File: src/srp_pkg.sv
// ----------------------------------------------------------------------------
// srp_pkg
// Shared types and constants for the SOCKS request parser.
// ----------------------------------------------------------------------------
package srp_pkg;

  localparam logic [1:0] EV_DATA = 2'd0;

  localparam logic [1:0] KIND_REPLY = 2'd0;
  localparam logic [1:0] KIND_NAME  = 2'd1;
  localparam logic [1:0] KIND_CONN  = 2'd2;
  localparam logic [1:0] KIND_CLOSE = 2'd3;

  localparam logic [7:0] B_VER4  = 8'h04;
  localparam logic [7:0] B_VER5  = 8'h05;
  localparam logic [7:0] B_ONE   = 8'h01;
  localparam logic [7:0] B_THREE = 8'h03;
  localparam logic [7:0] B_ZERO  = 8'h00;
  localparam logic [7:0] B_GRANT = 8'h5a;

  typedef enum logic [2:0] {
    OP_CLOSE = 3'd0,
    OP_NAME  = 3'd1,
    OP_AUTH  = 3'd2,
    OP_S4    = 3'd3,
    OP_FIN   = 3'd4
  } cmd_op_t;

  typedef struct packed {
    cmd_op_t     op;
    logic [7:0]  nbyte;
    logic [31:0] addr;
    logic [15:0] port;
    logic [7:0]  ncnt;
  } cmd_t;

  typedef struct packed {
    logic [1:0]  kind;
    logic [63:0] rb;
    logic [3:0]  rc;
    logic [7:0]  nb;
    logic        fam;
    logic [31:0] addr;
    logic [15:0] port;
    logic [7:0]  nlen;
    logic        last;
  } result_t;

endpackage

File: src/srp_front.sv
// ----------------------------------------------------------------------------
// srp_front
// Byte parser: tracks the handshake and issues commands to the back end.
// ----------------------------------------------------------------------------
module srp_front import srp_pkg::*; #(
  parameter int NAME_DEPTH = 256,
  parameter int AW = 8
) (
  input  logic          clk,
  input  logic          rst,
  input  logic          push,
  input  logic [7:0]    data_byte,
  input  logic [1:0]    stream_event,
  output logic          full,
  input  logic          q_full,
  output logic          cmd_push,
  output cmd_t          cmd,
  input  logic          fin_done,
  output logic          wr_en,
  output logic [AW-1:0] wr_addr,
  output logic [7:0]    wr_data
);

  typedef enum logic [13:0] {
    S_VER     = 14'b00000000000001,
    S_S4_CMD  = 14'b00000000000010,
    S_S4_PORT = 14'b00000000000100,
    S_S4_ADDR = 14'b00000000001000,
    S_S4_USER = 14'b00000000010000,
    S_S5_MLEN = 14'b00000000100000,
    S_S5_METH = 14'b00000001000000,
    S_S5_CMD  = 14'b00000010000000,
    S_S5_RSV  = 14'b00000100000000,
    S_S5_ATYP = 14'b00001000000000,
    S_S5_ADDR = 14'b00010000000000,
    S_S5_NLEN = 14'b00100000000000,
    S_S5_NAME = 14'b01000000000000,
    S_S5_PORT = 14'b10000000000000
  } state_t;

  state_t      st, st_next;
  logic        auth, auth_next;
  logic [31:0] addr, addr_next;
  logic [15:0] port, port_next;
  logic [7:0]  left, left_next;
  logic        noauth, noauth_next;
  logic [7:0]  cnt, cnt_next;
  logic        busy;
  logic        acc;
  logic        rst_conn;
  logic        gen;

  assign full = q_full | busy;
  assign acc  = push & ~full;

  always_comb begin
    st_next     = st;
    auth_next   = auth;
    addr_next   = addr;
    port_next   = port;
    left_next   = left;
    noauth_next = noauth;
    cnt_next    = cnt;
    rst_conn    = 1'b0;
    gen         = 1'b0;
    cmd         = '{op: OP_CLOSE, nbyte: 8'd0, addr: addr, port: port, ncnt: cnt};
    wr_en       = 1'b0;
    wr_addr     = cnt[AW-1:0];
    wr_data     = data_byte;
    if (stream_event != EV_DATA) begin
      gen = 1'b1;
      rst_conn = 1'b1;
    end else begin
      unique case (st)
        S_VER: begin
          if (data_byte == B_VER4) st_next = S_S4_CMD;
          else if (data_byte == B_VER5) st_next = auth ? S_S5_CMD : S_S5_MLEN;
          else begin gen = 1'b1; rst_conn = 1'b1; end
        end
        S_S4_CMD: begin
          if (data_byte == B_ONE) begin st_next = S_S4_PORT; left_next = 8'd2; end
          else begin gen = 1'b1; rst_conn = 1'b1; end
        end
        S_S4_PORT: begin
          port_next = {port[7:0], data_byte};
          left_next = left - 8'd1;
          if (left == 8'd1) begin st_next = S_S4_ADDR; left_next = 8'd4; end
        end
        S_S4_ADDR: begin
          addr_next = {addr[23:0], data_byte};
          left_next = left - 8'd1;
          if (left == 8'd1) st_next = S_S4_USER;
        end
        S_S4_USER: begin
          if (data_byte == B_ZERO) begin
            gen = 1'b1;
            cmd.op = OP_S4;
            rst_conn = 1'b1;
          end
        end
        S_S5_MLEN: begin
          if (data_byte == B_ZERO) begin gen = 1'b1; rst_conn = 1'b1; end
          else begin
            left_next = data_byte;
            noauth_next = 1'b0;
            st_next = S_S5_METH;
          end
        end
        S_S5_METH: begin
          if (data_byte == B_ZERO) noauth_next = 1'b1;
          left_next = left - 8'd1;
          if (left == 8'd1) begin
            gen = 1'b1;
            if (noauth || data_byte == B_ZERO) begin
              cmd.op = OP_AUTH;
              auth_next = 1'b1;
              noauth_next = 1'b0;
              st_next = S_VER;
            end else begin
              rst_conn = 1'b1;
            end
          end
        end
        S_S5_CMD: begin
          if (data_byte == B_ONE) st_next = S_S5_RSV;
          else begin gen = 1'b1; rst_conn = 1'b1; end
        end
        S_S5_RSV: begin
          if (data_byte == B_ZERO) st_next = S_S5_ATYP;
          else begin gen = 1'b1; rst_conn = 1'b1; end
        end
        S_S5_ATYP: begin
          if (data_byte == B_ONE) begin st_next = S_S5_ADDR; left_next = 8'd4; end
          else if (data_byte == B_THREE) st_next = S_S5_NLEN;
          else begin gen = 1'b1; rst_conn = 1'b1; end
        end
        S_S5_ADDR: begin
          addr_next = {addr[23:0], data_byte};
          left_next = left - 8'd1;
          if (left == 8'd1) begin st_next = S_S5_PORT; left_next = 8'd2; end
        end
        S_S5_NLEN: begin
          if (data_byte == B_ZERO) begin st_next = S_S5_PORT; left_next = 8'd2; end
          else begin st_next = S_S5_NAME; left_next = data_byte; end
        end
        S_S5_NAME: begin
          wr_en = ({1'b0, cnt} < 9'(NAME_DEPTH));
          cnt_next = cnt + 8'd1;
          gen = 1'b1;
          cmd.op = OP_NAME;
          cmd.nbyte = data_byte;
          left_next = left - 8'd1;
          if (left == 8'd1) begin st_next = S_S5_PORT; left_next = 8'd2; end
        end
        S_S5_PORT: begin
          port_next = {port[7:0], data_byte};
          left_next = left - 8'd1;
          if (left == 8'd1) begin
            gen = 1'b1;
            cmd.op = OP_FIN;
            cmd.port = port_next;
            rst_conn = 1'b1;
          end
        end
        default: begin
          gen = 1'b1;
          rst_conn = 1'b1;
        end
      endcase
    end
    if (rst_conn) begin
      st_next     = S_VER;
      auth_next   = 1'b0;
      addr_next   = 32'd0;
      port_next   = 16'd0;
      left_next   = 8'd0;
      noauth_next = 1'b0;
      cnt_next    = 8'd0;
    end
    cmd_push = acc & gen;
    wr_en    = wr_en & acc;
  end

  always_ff @(posedge clk) begin
    if (rst) begin
      st     <= S_VER;
      auth   <= 1'b0;
      addr   <= 32'd0;
      port   <= 16'd0;
      left   <= 8'd0;
      noauth <= 1'b0;
      cnt    <= 8'd0;
      busy   <= 1'b0;
    end else begin
      if (acc) begin
        st     <= st_next;
        auth   <= auth_next;
        addr   <= addr_next;
        port   <= port_next;
        left   <= left_next;
        noauth <= noauth_next;
        cnt    <= cnt_next;
      end
      if (cmd_push && cmd.op == OP_FIN) busy <= 1'b1;
      else if (fin_done) busy <= 1'b0;
    end
  end

endmodule

File: src/srp_fifo.sv
// ----------------------------------------------------------------------------
// srp_fifo
// Two-entry command queue between the parser and the result sequencer.
// ----------------------------------------------------------------------------
module srp_fifo import srp_pkg::*; (
  input  logic clk,
  input  logic rst,
  input  logic wr,
  input  cmd_t wdata,
  output logic q_full,
  input  logic rd,
  output logic q_valid,
  output cmd_t rdata
);

  cmd_t       slots [2];
  logic       wp, rp;
  logic [1:0] cnt;

  assign q_full  = (cnt == 2'd2);
  assign q_valid = (cnt != 2'd0);
  assign rdata   = slots[rp];

  always_ff @(posedge clk) begin
    if (wr) slots[wp] <= wdata;
  end

  always_ff @(posedge clk) begin
    if (rst) begin
      wp  <= 1'b0;
      rp  <= 1'b0;
      cnt <= 2'd0;
    end else begin
      if (wr) wp <= ~wp;
      if (rd) rp <= ~rp;
      cnt <= cnt + 2'(wr) - 2'(rd);
    end
  end

endmodule

File: src/srp_back.sv
// ----------------------------------------------------------------------------
// srp_back
// Result sequencer: turns commands into result beats, owns the name store.
// ----------------------------------------------------------------------------
module srp_back import srp_pkg::*; #(
  parameter int NAME_DEPTH = 256,
  parameter int AW = 8
) (
  input  logic          clk,
  input  logic          rst,
  input  logic          wr_en,
  input  logic [AW-1:0] wr_addr,
  input  logic [7:0]    wr_data,
  input  logic          q_valid,
  input  cmd_t          head,
  output logic          q_pop,
  output logic          fin_done,
  input  logic          pop,
  output logic          o_valid,
  output result_t       o_res
);

  typedef enum logic [4:0] {
    B_IDLE = 5'b00001,
    B_RD   = 5'b00010,
    B_WR   = 5'b00100,
    B_EMIT = 5'b01000,
    B_CONN = 5'b10000
  } bstate_t;

  logic [7:0] store [NAME_DEPTH];

  bstate_t     st, st_next;
  logic [8:0]  pos, pos_next;
  logic [63:0] acc, acc_next;
  logic [3:0]  cnt, cnt_next;
  logic [7:0]  mem_q, byte_q, cbyte, wbyte, idx;
  logic        from_mem_q, in_range_q, from_mem;
  logic        is03, can_out, emit;
  logic [8:0]  n;
  result_t     res;

  assign can_out  = ~o_valid | pop;
  assign is03     = (head.ncnt != 8'd0) || (head.addr == 32'd0);
  assign n        = is03 ? 9'd7 + {1'b0, head.ncnt} : 9'd10;
  assign idx      = 8'(pos - 9'd5);
  assign from_mem = is03 && pos >= 9'd5 && pos < n - 9'd2;
  assign fin_done = q_pop && head.op == OP_FIN;

  always_comb begin
    priority if (pos == 9'd0) cbyte = B_VER5;
    else if (pos == 9'd1 || pos == 9'd2) cbyte = B_ZERO;
    else if (pos == 9'd3) cbyte = is03 ? B_THREE : B_ONE;
    else if (pos == n - 9'd2) cbyte = head.port[15:8];
    else if (pos == n - 9'd1) cbyte = head.port[7:0];
    else if (is03) cbyte = head.ncnt;
    else if (pos == 9'd4) cbyte = head.addr[31:24];
    else if (pos == 9'd5) cbyte = head.addr[23:16];
    else if (pos == 9'd6) cbyte = head.addr[15:8];
    else cbyte = head.addr[7:0];
  end

  assign wbyte = from_mem_q ? (in_range_q ? mem_q : 8'd0) : byte_q;

  always_ff @(posedge clk) begin
    if (wr_en) store[wr_addr] <= wr_data;
    mem_q      <= store[idx[AW-1:0]];
    in_range_q <= ({1'b0, idx} < 9'(NAME_DEPTH));
    from_mem_q <= from_mem;
    byte_q     <= cbyte;
  end

  always_comb begin
    st_next  = st;
    pos_next = pos;
    acc_next = acc;
    cnt_next = cnt;
    emit     = 1'b0;
    q_pop    = 1'b0;
    res      = '0;
    unique case (st)
      B_IDLE: begin
        if (q_valid && can_out) begin
          unique case (head.op)
            OP_CLOSE: begin
              emit = 1'b1; q_pop = 1'b1;
              res.kind = KIND_CLOSE; res.last = 1'b1;
            end
            OP_NAME: begin
              emit = 1'b1; q_pop = 1'b1;
              res.kind = KIND_NAME; res.nb = head.nbyte; res.last = 1'b1;
            end
            OP_AUTH: begin
              emit = 1'b1; q_pop = 1'b1;
              res.kind = KIND_REPLY; res.rb = {B_VER5, B_ZERO, 48'd0};
              res.rc = 4'd2; res.last = 1'b1;
            end
            OP_S4: begin
              emit = 1'b1;
              res.kind = KIND_REPLY; res.rb = {B_ZERO, B_GRANT, 48'd0};
              res.rc = 4'd8;
              st_next = B_CONN;
            end
            OP_FIN: begin
              pos_next = 9'd0; acc_next = 64'd0; cnt_next = 4'd0;
              st_next = B_RD;
            end
            default: begin
              emit = 1'b1; q_pop = 1'b1;
              res.kind = KIND_CLOSE; res.last = 1'b1;
            end
          endcase
        end
      end
      B_RD: st_next = B_WR;
      B_WR: begin
        acc_next = acc | ({wbyte, 56'd0} >> {cnt, 3'b000});
        cnt_next = cnt + 4'd1;
        pos_next = pos + 9'd1;
        st_next  = (cnt_next == 4'd8 || pos_next == n) ? B_EMIT : B_RD;
      end
      B_EMIT: begin
        if (can_out) begin
          emit = 1'b1;
          res.kind = KIND_REPLY; res.rb = acc; res.rc = cnt;
          acc_next = 64'd0; cnt_next = 4'd0;
          st_next = (pos == n) ? B_CONN : B_RD;
        end
      end
      B_CONN: begin
        if (can_out) begin
          emit = 1'b1; q_pop = 1'b1;
          res.kind = KIND_CONN; res.port = head.port; res.last = 1'b1;
          if (head.op == OP_FIN && head.ncnt != 8'd0) begin
            res.fam = 1'b1; res.nlen = head.ncnt;
          end else begin
            res.addr = head.addr;
          end
          st_next = B_IDLE;
        end
      end
      default: st_next = B_IDLE;
    endcase
  end

  always_ff @(posedge clk) begin
    if (rst) begin
      st      <= B_IDLE;
      o_valid <= 1'b0;
    end else begin
      st <= st_next;
      if (emit) o_valid <= 1'b1;
      else if (pop) o_valid <= 1'b0;
    end
    pos <= pos_next;
    acc <= acc_next;
    cnt <= cnt_next;
    if (emit) o_res <= res;
  end

`ifndef SYNTH
  a_rd_wr: assert property (@(posedge clk) disable iff (rst) st == B_RD |=> st == B_WR)
    else $error("read step not followed by write step");
  a_cnt: assert property (@(posedge clk) disable iff (rst) st != B_IDLE |-> cnt <= 4'd8)
    else $error("reply word overfilled");
  a_pop: assert property (@(posedge clk) disable iff (rst) q_pop |-> q_valid && emit)
    else $error("command retired without a beat");
  a_hold: assert property (@(posedge clk) disable iff (rst)
    o_valid && !pop |=> o_valid && $stable(o_res))
    else $error("pending result beat changed");
`endif

endmodule

File: src/socks_request_parser.sv
// ----------------------------------------------------------------------------
// socks_request_parser
// SOCKS4/SOCKS5 connect handshake parser, one client byte per beat.
// ----------------------------------------------------------------------------
// Result path: command queue, then output register; a SOCKS5 final reply has
//   read and write steps per byte, an emit per word, then the connect beat.
// Throughput: one byte per cycle while parsing; input stalls while the
//   SOCKS5 final reply is built from the name store, or the queue is full.
// Reset: synchronous, clears parser, command queue and output register.
module socks_request_parser import srp_pkg::*; #(
  parameter int NAME_DEPTH = 256
) (
  input  logic        clk,
  input  logic        rst,
  input  logic        push,
  output logic        full,
  input  logic [7:0]  data_byte,
  input  logic [1:0]  stream_event,
  output logic        empty,
  input  logic        pop,
  output logic [1:0]  result_kind,
  output logic [63:0] reply_bytes,
  output logic [3:0]  reply_count,
  output logic [7:0]  name_byte,
  output logic        target_family,
  output logic [31:0] target_address,
  output logic [15:0] target_port,
  output logic [7:0]  name_length,
  output logic        last
);

  localparam int AW = (NAME_DEPTH > 1) ? $clog2(NAME_DEPTH) : 1;

  logic          q_full, cmd_push, q_valid, q_pop, fin_done, wr_en, o_valid;
  cmd_t          cmd, head;
  logic [AW-1:0] wr_addr;
  logic [7:0]    wr_data;
  result_t       o_res;

  srp_front #(.NAME_DEPTH(NAME_DEPTH), .AW(AW)) u_front (
    .clk, .rst, .push, .data_byte, .stream_event, .full, .q_full,
    .cmd_push, .cmd, .fin_done, .wr_en, .wr_addr, .wr_data
  );

  srp_fifo u_fifo (
    .clk, .rst, .wr(cmd_push), .wdata(cmd), .q_full,
    .rd(q_pop), .q_valid, .rdata(head)
  );

  srp_back #(.NAME_DEPTH(NAME_DEPTH), .AW(AW)) u_back (
    .clk, .rst, .wr_en, .wr_addr, .wr_data, .q_valid, .head, .q_pop,
    .fin_done, .pop, .o_valid, .o_res
  );

  assign empty          = ~o_valid;
  assign result_kind    = o_res.kind;
  assign reply_bytes    = o_res.rb;
  assign reply_count    = o_res.rc;
  assign name_byte      = o_res.nb;
  assign target_family  = o_res.fam;
  assign target_address = o_res.addr;
  assign target_port    = o_res.port;
  assign name_length    = o_res.nlen;
  assign last           = o_res.last;

endmodule
File: config.mk
export PLATFORM = sky130hd
export DESIGN_NAME = socks_request_parser
export DESIGN_NICKNAME = d
export VERILOG_FILES = /design/src/srp_pkg.sv /design/src/srp_front.sv /design/src/srp_fifo.sv /design/src/srp_back.sv /design/src/socks_request_parser.sv
export SDC_FILE = /design/constraint.sdc
export NUM_CORES = 2
export LEC_CHECK = 0
export ABC_AREA = 1
export BUFFER_PORTS_ARGS = -buffer_cell sky130_fd_sc_hd__buf_2
export CAP_MARGIN = 20
export CORE_MARGIN = 1.5
export CORE_UTILIZATION = 50
export DETAILED_ROUTE_END_ITERATION = 10
export PLACE_DENSITY = 0.66
export REMOVE_ABC_BUFFERS = 1
export SYNTH_ARGS = -nofsm -noshare
export SYNTH_HDL_FRONTEND = slang
export SYNTH_SLANG_ARGS = --single-unit
File: constraint.sdc
create_clock -name clk -period 10.7 [get_ports clk]
set_input_delay 2.14 -clock clk [delete_from_list [all_inputs] [get_ports clk]]
set_output_delay 2.14 -clock clk [all_outputs]
set_load 0.01 [all_outputs]
== Word-level counts from Yosys, hierarchy flattened ==
Memory sizes are Yosys's and may differ from the RTL's. A register that Yosys moved wholly into a read port is not among the register bits.
Index checks and enable logic that the tools add are counted.
Operators by class
  add/sub/neg operators: 10
  multipliers: 0
  div/mod/pow operators: 0
  $lt $le $gt $ge: 2
  equal/unequal tests: 59
  shift operators: 1
  mux-type cells: 131
  bitwise gates (word level): 12
  reduce and logical (&&, ||, !) cells: 56
Operators with widths (number)
  $mux W14: 16
  $mux W64: 3
  $pmux W64 S3: 1
  $mux W8: 22
  $pmux W14 S11: 1
  $pmux W68 S2: 1
  $pmux W63 S2: 1
  $mux W16: 6
  $mux W32: 3
  $mux W78: 1
  $mux W68: 1
  $or A64 B64 Y64: 1
  $shr A64 B7 Y64: 1
  $pmux W8 S7: 1
  $mux W1: 42
  $eq A9 B9 Y1: 4
  $logic_not A32 Y1: 1
  $eq A9 B3 Y1 const B: 3
  $mux W9: 3
  $ne A3 B1 Y1 const B: 9
  $pmux W5 S5: 1
  $reduce_bool A2 Y1: 11
  $mux W5: 4
  $eq A9 B2 Y1 const B: 2
  76 further kinds: 132
Word-level totals
  register bits after elaboration: 313
  latch bits: 0
  RAM bits: 2182
  bits in read-only memories: 0
  input port bits: 14
  word-level logic and storage cells: 301
  memories: 2
Memories
  u_back.store: words 256, bits a word 8, rd ports 1, clocked after memory_dff 1, wr ports 1, RTL line srp_back.sv:31  | logic [7:0] store [NAME_DEPTH];
  u_fifo.slots: words 2, bits a word 67, rd ports 1, clocked after memory_dff 1, wr ports 1, RTL line srp_fifo.sv:16  | cmd_t slots [2];

== Longest topological paths before layout ==
  depth after elaboration: 9
  depth in mapped cells: 26
  depth with buffers taken out: 24

== Hierarchy ==
A second synthesis with hierarchy kept.
Unflattened totals
  cell total of the unflattened synthesis: 8527
  area total of the unflattened synthesis: 102434.5 um^2
By module, submodules not included
  srp_back: times used 1, cells an instance 7506, area each 92354.8 um^2, sequential area each 68355.6 um^2
  srp_fifo: times used 1, cells an instance 239, area each 5171.2 um^2, sequential area each 4124.0 um^2
  srp_front: times used 1, cells an instance 781, area each 4904.7 um^2, sequential area each 1621.6 um^2
  socks_request_parser: times used 1, cells an instance 1, area each 3.8 um^2, sequential area each 0.0 um^2

== Worst setup path after synthesis ==
No wires, ideal clock.
  kind: input to register
  from: in pop
  to: reg u_back.acc[0] (enable)
  arrival: 7448 ps
  required time: 10108 ps
  slack: 2660 ps
  stages: 6
  path buffers: 0
  path through: nor2_1 nor2_1 inv_1 nand2_1 nand2_1 nor3b_1
On the way
  cells in the longest elaborated chain, start to end: 4
  elaborated cells between the ends (all ways): 5
Ends and longest elaborated chain
  from (decl): RTL line socks_request_parser.sv:20  | input logic pop,
  $or A1 B1 Y1 *: RTL line srp_back.sv:43  | assign can_out = ~o_valid | pop;
  $logic_and A1 B1 Y1: RTL line srp_back.sv:83  | if (q_valid && can_out) begin
  $ne A2 B1 Y1 (no line)
  $reduce_and A4 Y1 (no line) *
  to (signal assigned): RTL line srp_back.sv:156  | acc <= acc_next;
  to (decl): RTL line srp_back.sv:35  | logic [63:0] acc, acc_next;
Every way passes the cells marked *; elsewhere a longest branch is shown, timed or not.
A chain may end at the register's enable or synchronous reset.

== Final worst setup path ==
  from: reg u_back.pos[0]
  to: reg u_back.mem_q[0], read port of u_back.store
On the way
  cells in the longest elaborated chain, start to end: 1
Ends and longest elaborated chain
  from (decl): RTL line srp_back.sv:34  | logic [8:0] pos, pos_next;
  from (signal assigned): RTL line srp_back.sv:155  | pos <= pos_next;
  $sub A8 B3 Y8: RTL line srp_back.sv:46  | assign idx = 8'(pos - 9'd5);
  to (decl): RTL line srp_back.sv:37  | logic [7:0] mem_q, byte_q, cbyte, wbyte, idx;
No other way between the ends.

==> flow_summary.yaml <==
global_routing:
  grt_pass1_wl_mm: 428
  antenna_found_initial: 11
  grt_pass1_vias: 65800
  grt_usage: 0.276
  grt-ovfl-total: 0
  grt_max_degree: 212
sta:
  fin_crit_ns: 6.39
  setup_slack_ns: 4.31
  timing_hold_violations_final: 0
  drv_slew: 0
  fmax_mhz: 156
  slew_headroom: 0.211
  worstMarginPinSlew_ns: 1.18
  setup_violations: 0
  clock_skew_ns: 0.0599
  whs_ns: 0.414
  rsz0062_at_grt: "no"
  post-route-period-util: 0.598
  fin_setup_tns_ns: 0
yosys:
  synth_area_leaders: "edfxtp_1, nor2_1, o21ai_0, o22ai_1, dfxtp_1"
  ys_ff_latch: 2504
  synth.most_common_cell: "edfxtp_1"
  syn_inst: 8523
  synth_edf_count: 2395
  yosys-top-cells-count: "edfxtp_1, nor2_1, o21ai_0"
  dominantRegCellSynth: "edfxtp_1"
  yosysSeqAreaShare: 0.726
  yosysTopAreaCell: "edfxtp_1"
  synthDistinctLibCells: 62
  syn_area_per_cell_sq_um: 12.0
  syn_area_sq_mm: 0.102
  synth_top_area_frac: 0.705
  async_flop_share: 0
  yosys_warnings: 0
cts:
  clk_latency_ns: 0.92
  clockBufferDepth: 3
  cts_root_buf: "clkbuf_16"
  post-cts-setup-buffers: 0
  cts_hold_buf: 0
  htreeDepth: 4
  cts_tree: "done"
  clock_sinks: 2504
  clkTransAtPathRegs_ns: 0.06
  cts_resized: 0
  cts_buffers: 241
route:
  first_iter_violations: 9762
  ant_nets: 0
  drc: 0
  drt-total-wl_mm: 291
  wire_per_inst_microns: 25.6
  vias: 69800
  viasPerCell: 6.15
  drt-pass1-iter-count: 6
worst_setup_path:
  max_stage_delay_ns: 0.89
  r2r_slack_ns: 4.31
  critical-path-top-delay-family: "buffers and inverters"
  critPathBufInv: 4
  crit_fanout: 157
  cp-start-kind: "flip-flop"
  ff2ff_path_depth: 13
  path_depth: 13
  worstSetupPathType: "reg -> reg"
  crit_chain: "inv_8 -> ha_4 -> buf_4 -> buf_4 -> buf_4 -> o21ai_0 -> o22ai_1 -> o21ai_0 -> o22ai_1 -> o21ai_0 -> o22ai_1 -> o21ai_0 -> o22ai_1"
  cp_slowest_cell: "buf_4"
  cp.arrival_ns: 7.21
  crit_path_end_kind: "flip-flop"
  cp.required_ns: 11.52
placed_design:
  gp_congestion: 0.949
  hpwlAfterDp_mm: 171
  postPlaceCellArea_sq_mm: 0.105
  portBuffers: 151
  dp_worst_setup_slack_ns: 4.42
layout:
  drive_above_1_share: 0.0855
  syn2layout_area_growth_pct: 11.0
  fin_nets: 8502
  fillCellCount: 16400
  final_area_sq_mm: 0.113
power:
  powerDensity_mw_per_mm2: 249
  combPwrFrac: 0.279
  seq_power_share: 0.412
  leakagePower_uw: 0.0373
  clkPwrFrac: 0.309
  ir_drop_uv: 264
  switching_power_uw: 9840
  p_sw_frac: 0.350
  p_int_uw: 18300
die:
  core-area_sq_mm: 0.203
  die_y_microns: 455
  die_x_microns: 455
  die_area_sq_mm: 0.207
  initial_core_util: 0.504
  row_count: 165
  io_pins: 152
min_path:
  worstHoldPathType: "reg -> reg"
  min_path_cells: 0
run:
  drv_cap: 0
status:
  status: "finished clean"
path summary, 6_finish.rpt:
path                     from             endpoint
max reg2reg     u_back.pos[0]      u_back.mem_q[0]
min reg2reg  u_front.addr[26]  u_fifo.slots[0][50]
min          u_front.addr[26]  u_fifo.slots[0][50]
max             u_back.pos[0]      u_back.mem_q[0]
flip-flops by register name (all words and copies together) (netlist names), named ones only:
signal / count
u_back.o_res: 136
u_back.pos: 9
u_back.from_mem_q: 1
u_front.wr_addr: 8
u_front.addr: 32
u_back.acc: 64
u_fifo.slots: 134
u_back.store: 2048
u_fifo.wp: 1
u_back.st: 5
u_fifo.cnt: 2
u_fifo.rp: 1
u_front.noauth: 1
u_back.o_valid: 1
u_front.auth: 1
u_front.busy: 1
u_front.port: 16
u_front.st: 14
u_back.byte_q: 8
u_back.mem_q: 8
u_back.cnt: 4
u_front.left: 8
layout make-up:
type	count	area, sq um	area share
multi-input cells	5144	24700	0.218
repair buffers	250	1740	0.0154
diodes	3	7.51	0.0000663
flip-flops and latches	2504	74100	0.654
inverters	320	1230	0.0109
well taps	2672	3340	0.0295
clock inverters	155	1720	0.0152
clock buffers	301	6400	0.0565
stage by stage:
| stage | util | total power [uW] | std cells |
|---|---|---|---|
| 2_1_floorplan | - | 16700 | 7968 |
| 3_3_place_gp | 0.519 | 19400 | 10900 |
| 3_5_place_dp | 0.519 | 19500 | 10900 |
| 4_1_cts | 0.559 | 28100 | 11300 |
| 5_1_grt | 0.559 | 29200 | 11300 |
| 6_report | 0.559 | 28100 | 11300 |
placed cells by master (no fill, tap or decap), types with 20 or more instances in the layout:
cell / netlist / layout
edfxtp_1: 2395 / 2395
nor2_1: 1958 / 1953
o21ai_0: 1407 / 1407
o22ai_1: 679 / 679
nand2_1: 525 / 516
inv_1: 305 / 304
clkbuf_16: 0 / 242
a21oi_1: 176 / 176
buf_2: 44 / 143
dfxtp_1: 109 / 108
nand3_1: 100 / 91
buf_4: 6 / 88
clkinv_2: 1 / 52
clkbuf_1: 465 / 47
clkinv_1: 4 / 40
nor3_1: 36 / 36
nand4_1: 36 / 36
nand2_2: 20 / 29
xor2_1: 30 / 28
bufinv_16: 0 / 27
ha_1: 27 / 26
clkinvlp_4: 0 / 20
cell families (layout without fill, tap and decap cells):
group	count (synthesis)	after routing	synth area share
AND/OR/NAND/NOR	2738	2738	0.107
flip-flops	2504	2504	0.726
AO/OA/AOI/OAI	2316	2316	0.123
buffers and inverters	875	1026	0.0339
XOR/XNOR	38	38	0.00345
adder cells (fa/ha/maj)	27	27	0.00331
multiplexers	25	25	0.00255
other	0	3	0
power by group through the flow:
stage                     logic [uW]  registers, uW  clock network, uW
after floorplan                 4580          12100                  0
after global placement          7610          11800                  0
after detailed placement        7650          11800                  0
after CTS                       7680          11600               8760
after global routing            8400          11600               9140
final                           7840          11600               8700
per-layer routing:
| layer | vias to the layer above | wire, microns | global-route usage |
|---|---|---|---|
| met3 | 585 | 28800 | 0.0483 |
| met2 | 4102 | 133000 | 0.427 |
| met5 | - | 58 | 0 |
| li1 | 30700 | - | - |
| met1 | 34400 | 118000 | 0.393 |
| met4 | 8 | 10900 | 0.100 |
No activity file was read; power rests on OpenSTA's default activity.
